$ cat src/sti_pkg.sv
`timescale 1ns / 1ps
// ---------------------------------------------------------------------------
// sti_pkg
// Shared defaults, register indexes and width helpers for the segment and
// triangle crossing test.
// ---------------------------------------------------------------------------
package sti_pkg;

  localparam int COORD_BITS_DEF  = 16;
  localparam int T_FRAC_BITS_DEF = 16;
  localparam int NUM_REGS        = 6;
  localparam int REG_IDX_W       = 3;

  typedef enum logic [REG_IDX_W-1:0] {
    REG_START_X = 3'd0,
    REG_START_Y = 3'd1,
    REG_START_Z = 3'd2,
    REG_END_X   = 3'd3,
    REG_END_Y   = 3'd4,
    REG_END_Z   = 3'd5
  } reg_idx_t;

  // normal component width
  function automatic int sti_nw(input int c);
    return 2 * (c + 1) + 1;
  endfunction

  // plane distance width
  function automatic int sti_dsw(input int c);
    return sti_nw(c) + (c + 1) + 2;
  endfunction

  // queue entry: cross flag, normal, vertices, numerator, denominator
  function automatic int sti_qw(input int c);
    return 1 + 3 * sti_nw(c) + 9 * c + sti_dsw(c) + sti_dsw(c) + 1;
  endfunction

endpackage

$ cat src/sti_queue.sv
`timescale 1ns / 1ps
// ---------------------------------------------------------------------------
// sti_queue
// Short queue between the classify front and the intersect back.
// ---------------------------------------------------------------------------
module sti_queue import sti_pkg::*; #(
  parameter int COORD_BITS = COORD_BITS_DEF,
  localparam int QW = sti_qw(COORD_BITS)
) (
  input  logic          clk,
  input  logic          rst,
  input  logic          in_valid,
  output logic          in_ready,
  input  logic [QW-1:0] in_data,
  output logic          out_valid,
  input  logic          out_ready,
  output logic [QW-1:0] out_data
);

  localparam int DEPTH = 4;
  localparam int AW    = $clog2(DEPTH);

  logic [QW-1:0] mem [DEPTH];
  logic [AW-1:0] wr_ptr, rd_ptr;
  logic [AW:0]   count;
  logic          push, pop;

  assign in_ready  = count != (AW+1)'(DEPTH);
  assign out_valid = count != '0;
  assign out_data  = mem[rd_ptr];
  assign push      = in_valid && in_ready;
  assign pop       = out_valid && out_ready;

  always_ff @(posedge clk) begin
    if (rst) begin
      wr_ptr <= '0;
      rd_ptr <= '0;
      count  <= '0;
    end else begin
      if (push) wr_ptr <= wr_ptr + AW'(1);
      if (pop) rd_ptr <= rd_ptr + AW'(1);
      if (push && !pop) begin
        count <= count + (AW+1)'(1);
      end else if (pop && !push) begin
        count <= count - (AW+1)'(1);
      end
    end
  end

  always_ff @(posedge clk) begin
    if (push) mem[wr_ptr] <= in_data;
  end

endmodule

$ cat config.mk
export PLATFORM = sky130hd
export DESIGN_NAME = sti_queue
export DESIGN_NICKNAME = d
export VERILOG_FILES = /design/src/sti_pkg.sv /design/src/sti_queue.sv
export SDC_FILE = /design/constraint.sdc
export NUM_CORES = 1
export LEC_CHECK = 0
export ABC_AREA = 1
export BUFFER_PORTS_ARGS = -buffer_cell sky130_fd_sc_hd__buf_2
export CAP_MARGIN = 20
export CELL_PAD_IN_SITES_DETAIL_PLACEMENT = 0
export CELL_PAD_IN_SITES_GLOBAL_PLACEMENT = 2
export CORE_MARGIN = 3
export CORE_UTILIZATION = 42
export CTS_CLUSTER_SIZE = 8
export DETAILED_ROUTE_END_ITERATION = 6
export PLACE_DENSITY_LB_ADDON = 0.25
export SYNTH_ARGS = -nofsm -noshare
export SYNTH_HDL_FRONTEND = slang
export SYNTH_SLANG_ARGS = --single-unit
$ cat constraint.sdc
create_clock -name clk -period 37 [get_ports clk]
set_clock_uncertainty 0.15 [all_clocks]
set_input_delay 5.55 -clock clk [delete_from_list [all_inputs] [get_ports clk]]
set_output_delay 5.55 -clock clk [all_outputs]
set_load 0.005 [all_outputs]
# [Word level (Yosys, flattened, before mapping)]
# Memories as Yosys holds them, arrays and structs flattened. A register that Yosys moved wholly into a read port is not among the register bits.
# Index checks and enable logic that the tools add are counted.
[classes] add_sub_neg=4 n_eq_ne=1 mux=6 n_reduce_logical=8
[op_table] operator="2-to-1 mux 3 bit" count=2
[op_table] operator="adder 2 x 1 -> 2 bit (second input constant)" count=2
[op_table] operator="logical AND 1 bit" count=4
[op_table] operator="2-to-1 mux 2 bit" count=2
[op_table] operator="adder 3 x 1 -> 3 bit (second input constant)" count=1
[op_table] operator="inequality test 3 bit (second input constant)" count=1
[op_table] operator="nonzero test 3 bit" count=1
[op_table] operator="subtractor 3 x 1 -> 3 bit (second input constant)" count=1
[op_table] operator="logical NOT 1 bit" count=2
[op_table] operator="2-to-1 mux 1 bit" count=2
[op_table] operator="nonzero test 2 bit" count=1
[word_totals] ff_bits=7 ramBits=1436 input_bits=363 output_inout_bits=361 word_cells=23 memories=1
[mem_list] memory="mem" depth=4 width=359 read_ports=1 rd_clocked_by_memory_dff=1 wr=1 line="sti_queue.sv:23" text="logic [QW-1:0] mem [DEPTH];"

# [Depth between registers and ports, before layout]
[depth] ltp_word=6 depth_mapped=13 depth_no_buf=13

# [Worst setup path before layout]
# No wires, ideal clock.
[synth_timing] kind="input -> register" startpoint="input port in_valid" endpoint="memory mem[0][0] in the netlist's numbering (enable)" setup_ps=1088 t_arrival_ps=20517 required_ps=35762 path_slack_ps=15245 path_stages=2 n_path_buf=0 cell_sequence="nand2_1 nor2_1"
[synth_between] elab_chain_cells=3
[synth_rtl] element="start, declared" line="sti_queue.sv:12" text="input logic in_valid,"
[synth_rtl] element="logical AND 1 bit" line="sti_queue.sv:31" text="assign push = in_valid && in_ready;"
[synth_rtl] element="2-to-1 mux 1 bit" line="sti_queue.sv:51" text="if (push) mem[wr_ptr] <= in_data;"
[synth_rtl] element="2-to-1 mux 1 bit (implied by the code)" line="sti_queue.sv:51"
[synth_rtl] element="end, declared" line="sti_queue.sv:23"
# No other way between the ends.

==> impl_metrics.py <==
metrics = {
    "clock_tree": {
        "clockRootBuffer": "clkbuf_16",
        "cts.sinks": 1445,
        "clk_pin_slew_ns": 0.05,
        "cts_resized": 0,
        "postCtsSetupRepairBufs": 0,
        "cts-hold-fix-buffers": 0,
        "clock_latency_ns": 0.80,
        "htreeDepth": 4,
        "clock_path_buffers": 3,
        "cts_tree": "built",
        "numCtsBuffers": 199,
    },
    "critical_path": {
        "cp_slowest_cell": "dfxtp_4",
        "crit_required_ns": 31.30,
        "rrSetupSlack_ns": 32.10,
        "max_stage_delay_ns": 0.94,
        "cp_max_fo": 91,
        "crit_path_frequent_cell": "buf_4",
        "r2r-start": "count[0]",
        "startpoint_type": "register",
        "crit_chain": "buf_4 > buf_4 > buf_4 > o21ai_0 > o22ai_1 > buf_2",
        "r2r_cells": 7,
        "worstSetupPathType": "register to output port",
        "arrival_ns": 4.99,
        "critPathCaptureType": "output port",
        "r2r_end": "mem[0][86]",
    },
    "layout": {
        "nets": 4633,
        "area_growth_pct": 19.6,
        "final_cells": 5976,
        "drive_above_1_share": 0.229,
    },
    "global_route": {
        "grt_use_total": 0.204,
        "grt_pass1_wl_um": 200000,
        "grt_pass1_vias": 30803,
        "antenna_found_initial": 65,
        "grt.overflow.total": 0,
        "grt_max_degree": 361,
    },
    "die": {
        "num_rows": 130,
        "start_util": 0.424,
        "io_pins": 724,
        "fp.dieH_um": 362,
        "die_area_um2": 131000,
        "core_area_um2": 126000,
        "die_x_um": 362,
    },
    "pwr": {
        "peakVddDrop_mv": 0.0519,
        "power_density_nw_per_um2": 71.9,
        "p_leak_nw": 22.0,
    },
    "timing": {
        "tns_ns": 0,
        "worst_pin_slew_ns": 1.33,
        "maxSlewHeadroom": 0.114,
        "post-route-period-util": 0.289,
        "drv_slew": 0,
        "finalHoldViolCount": 0,
        "setup_violations": 0,
        "max_freq_mhz": 93.5,
        "rsz0062_at_grt": "no",
        "period_minus_slack_ns": 10.69,
    },
    "placed_design": {
        "routabilityCongestion": 0.735,
        "numPortBuffers": 723,
        "dp.cells": 5713,
        "hpwl_um": 78600,
    },
    "logic_synthesis": {
        "syn_inst": 3539,
        "synth_cell_types": 21,
        "avgSynthCellArea_um2": 15.0,
        "syn_nets": 3908,
        "synth_top_family_by_area": "compound AO/OA/AOI/OAI gates",
        "ys_ff_latch": 1445,
        "yosysWarnings": 0,
        "yosys.area_share.simple": 0.0532,
        "syn_area_um2": 53300,
        "seq_area_frac_synth": 0.813,
        "synthAdderAreaFrac": 0.00155,
        "synth_mux_area_frac": 0,
        "synth_compound_area_frac": 0.110,
        "synth_xor_area_frac": 0.000164,
    },
    "route": {
        "wirelength_um": 137000,
        "viasPerCell": 5.33,
        "ant_nets": 0,
        "drt_iter0_drc": 2446,
        "drc": 0,
        "via_count": 31846,
        "wire_per_inst_um": 22.9,
        "firstDrtPassIters": 5,
    },
    "worst_hold_path": {
        "whs_path_depth": 2,
        "hp-start": "rd_ptr[1]",
        "min-delay-path-class": "register to register",
    },
    "outcome": {
        "status": "finished, final reports clean",
    },
    "run": {
        "cap_viol_max_count": 0,
    },
}
-- report_power, final --
group	internal [mW]	leakage (nW)	switching, mW
sequential	2.00	13.2	0.0420
clock	0.962	2.61	0.620
combinational	0.299	6.15	0.663
total	3.26	22.0	1.32
-- cell type report --
type | instances | area [um^2]
Clock inverter | 13 | 215
Sequential cell | 1445 | 43300
Clock buffer | 224 | 5150
Antenna cell | 26 | 65.1
Tap cell | 1650 | 2060
Inverter | 16 | 93.8
Fill cell | 10681 | 62000
Multi-Input combinational cell | 1840 | 8810
Timing Repair Buffer | 762 | 3990
-- registers in the layout, summed over array words and instances, names as in the netlist, named ones only --
| name | flops |
|---|---|
| rd_ptr | 2 |
| mem | 1436 |
| count | 3 |
| wr_ptr | 2 |
-- worst max-delay path: cells and delay by family (launching register included) --
kind,cells,cell delay (ns)
compound gates,2,0.50
buf+inv,4,2.60
flops,1,0.94
-- worst max path at each step --
stage / depth (start not counted) / from / end / slack [ns]
detailed placement: 6 / in_valid / mem[0][164] / 26.96
floorplan: 2 / in_valid / mem[0][0] / 15.25
global route: 6 / register / out_data[175] / 25.80
global placement: 6 / in_valid / mem[0][164] / 27.02
CTS: 6 / register / out_data[182] / 26.14
finish: 6 / register / out_data[182] / 26.31
-- cells in the final DEF (no fill, tap or decap), drive strengths merged --
master and instances:
edfxtp 1436, buf 762, nor2 732, o21ai 719
o22ai 359, clkbuf 224, diode 26, inv 19
nand2 15, dfxtp 9, clkinv 9, ha 5
nand3 4, a21oi 3, xor2 1, nand3b 1
fa 1, clkinvlp 1
-- synthesized netlist by cell type, drive strengths merged --
| master | number | area (um^2) |
|---|---|---|
| buf | 92 | 559 |
| xor2 | 1 | 8.76 |
| nor2 | 732 | 2750 |
| o22ai | 359 | 2250 |
| nand3b | 1 | 7.51 |
| fa | 1 | 20.0 |
| ha | 5 | 62.6 |
| clkbuf | 146 | 549 |
| edfxtp | 1436 | 43100 |
| nand3 | 4 | 20.0 |
| nand2 | 15 | 56.3 |
| dfxtp | 9 | 180 |
| a21oi | 3 | 15.0 |
| inv | 16 | 65.1 |
| o21ai | 719 | 3600 |
-- per-stage QoR --
stage / power [mW] / hold WS [ns] / worst slack (ns) / util / instance area (um^2)
after floorplan: 2.67 / 0.309 / 15.25 / - / 53300
final: 4.58 / 0.336 / 26.31 / 0.507 / 63700
after detailed placement: 3.05 / 0.332 / 26.96 / 0.463 / 58300
after global placement: 3.04 / 0.338 / 27.02 / 0.463 / 58200
after CTS: 4.65 / 0.340 / 26.14 / 0.506 / 63600
after global routing: 4.81 / 0.361 / 25.80 / 0.506 / 63600
-- logic make-up after synthesis --
kind of cell,count (synthesis)
flops,1445
compound gates,1081
simple gates,752
buf+inv,254
fa+ha+maj,6
xor+xnor,1
-- routing by layer --
| layer | part of all wire | track usage | wire [um] | up-vias |
|---|---|---|---|---|
| li1 | - | - | - | 14864 |
| met1 | 0.40 | 0.255 | 55500 | 15805 |
| met2 | 0.49 | 0.338 | 67400 | 898 |
| met3 | 0.076 | 0.0661 | 10400 | 245 |
| met4 | 0.026 | 0.0635 | 3550 | 34 |
| met5 | 0.0018 | 0 | 240 | - |
(Power assumes the default switching activity.)
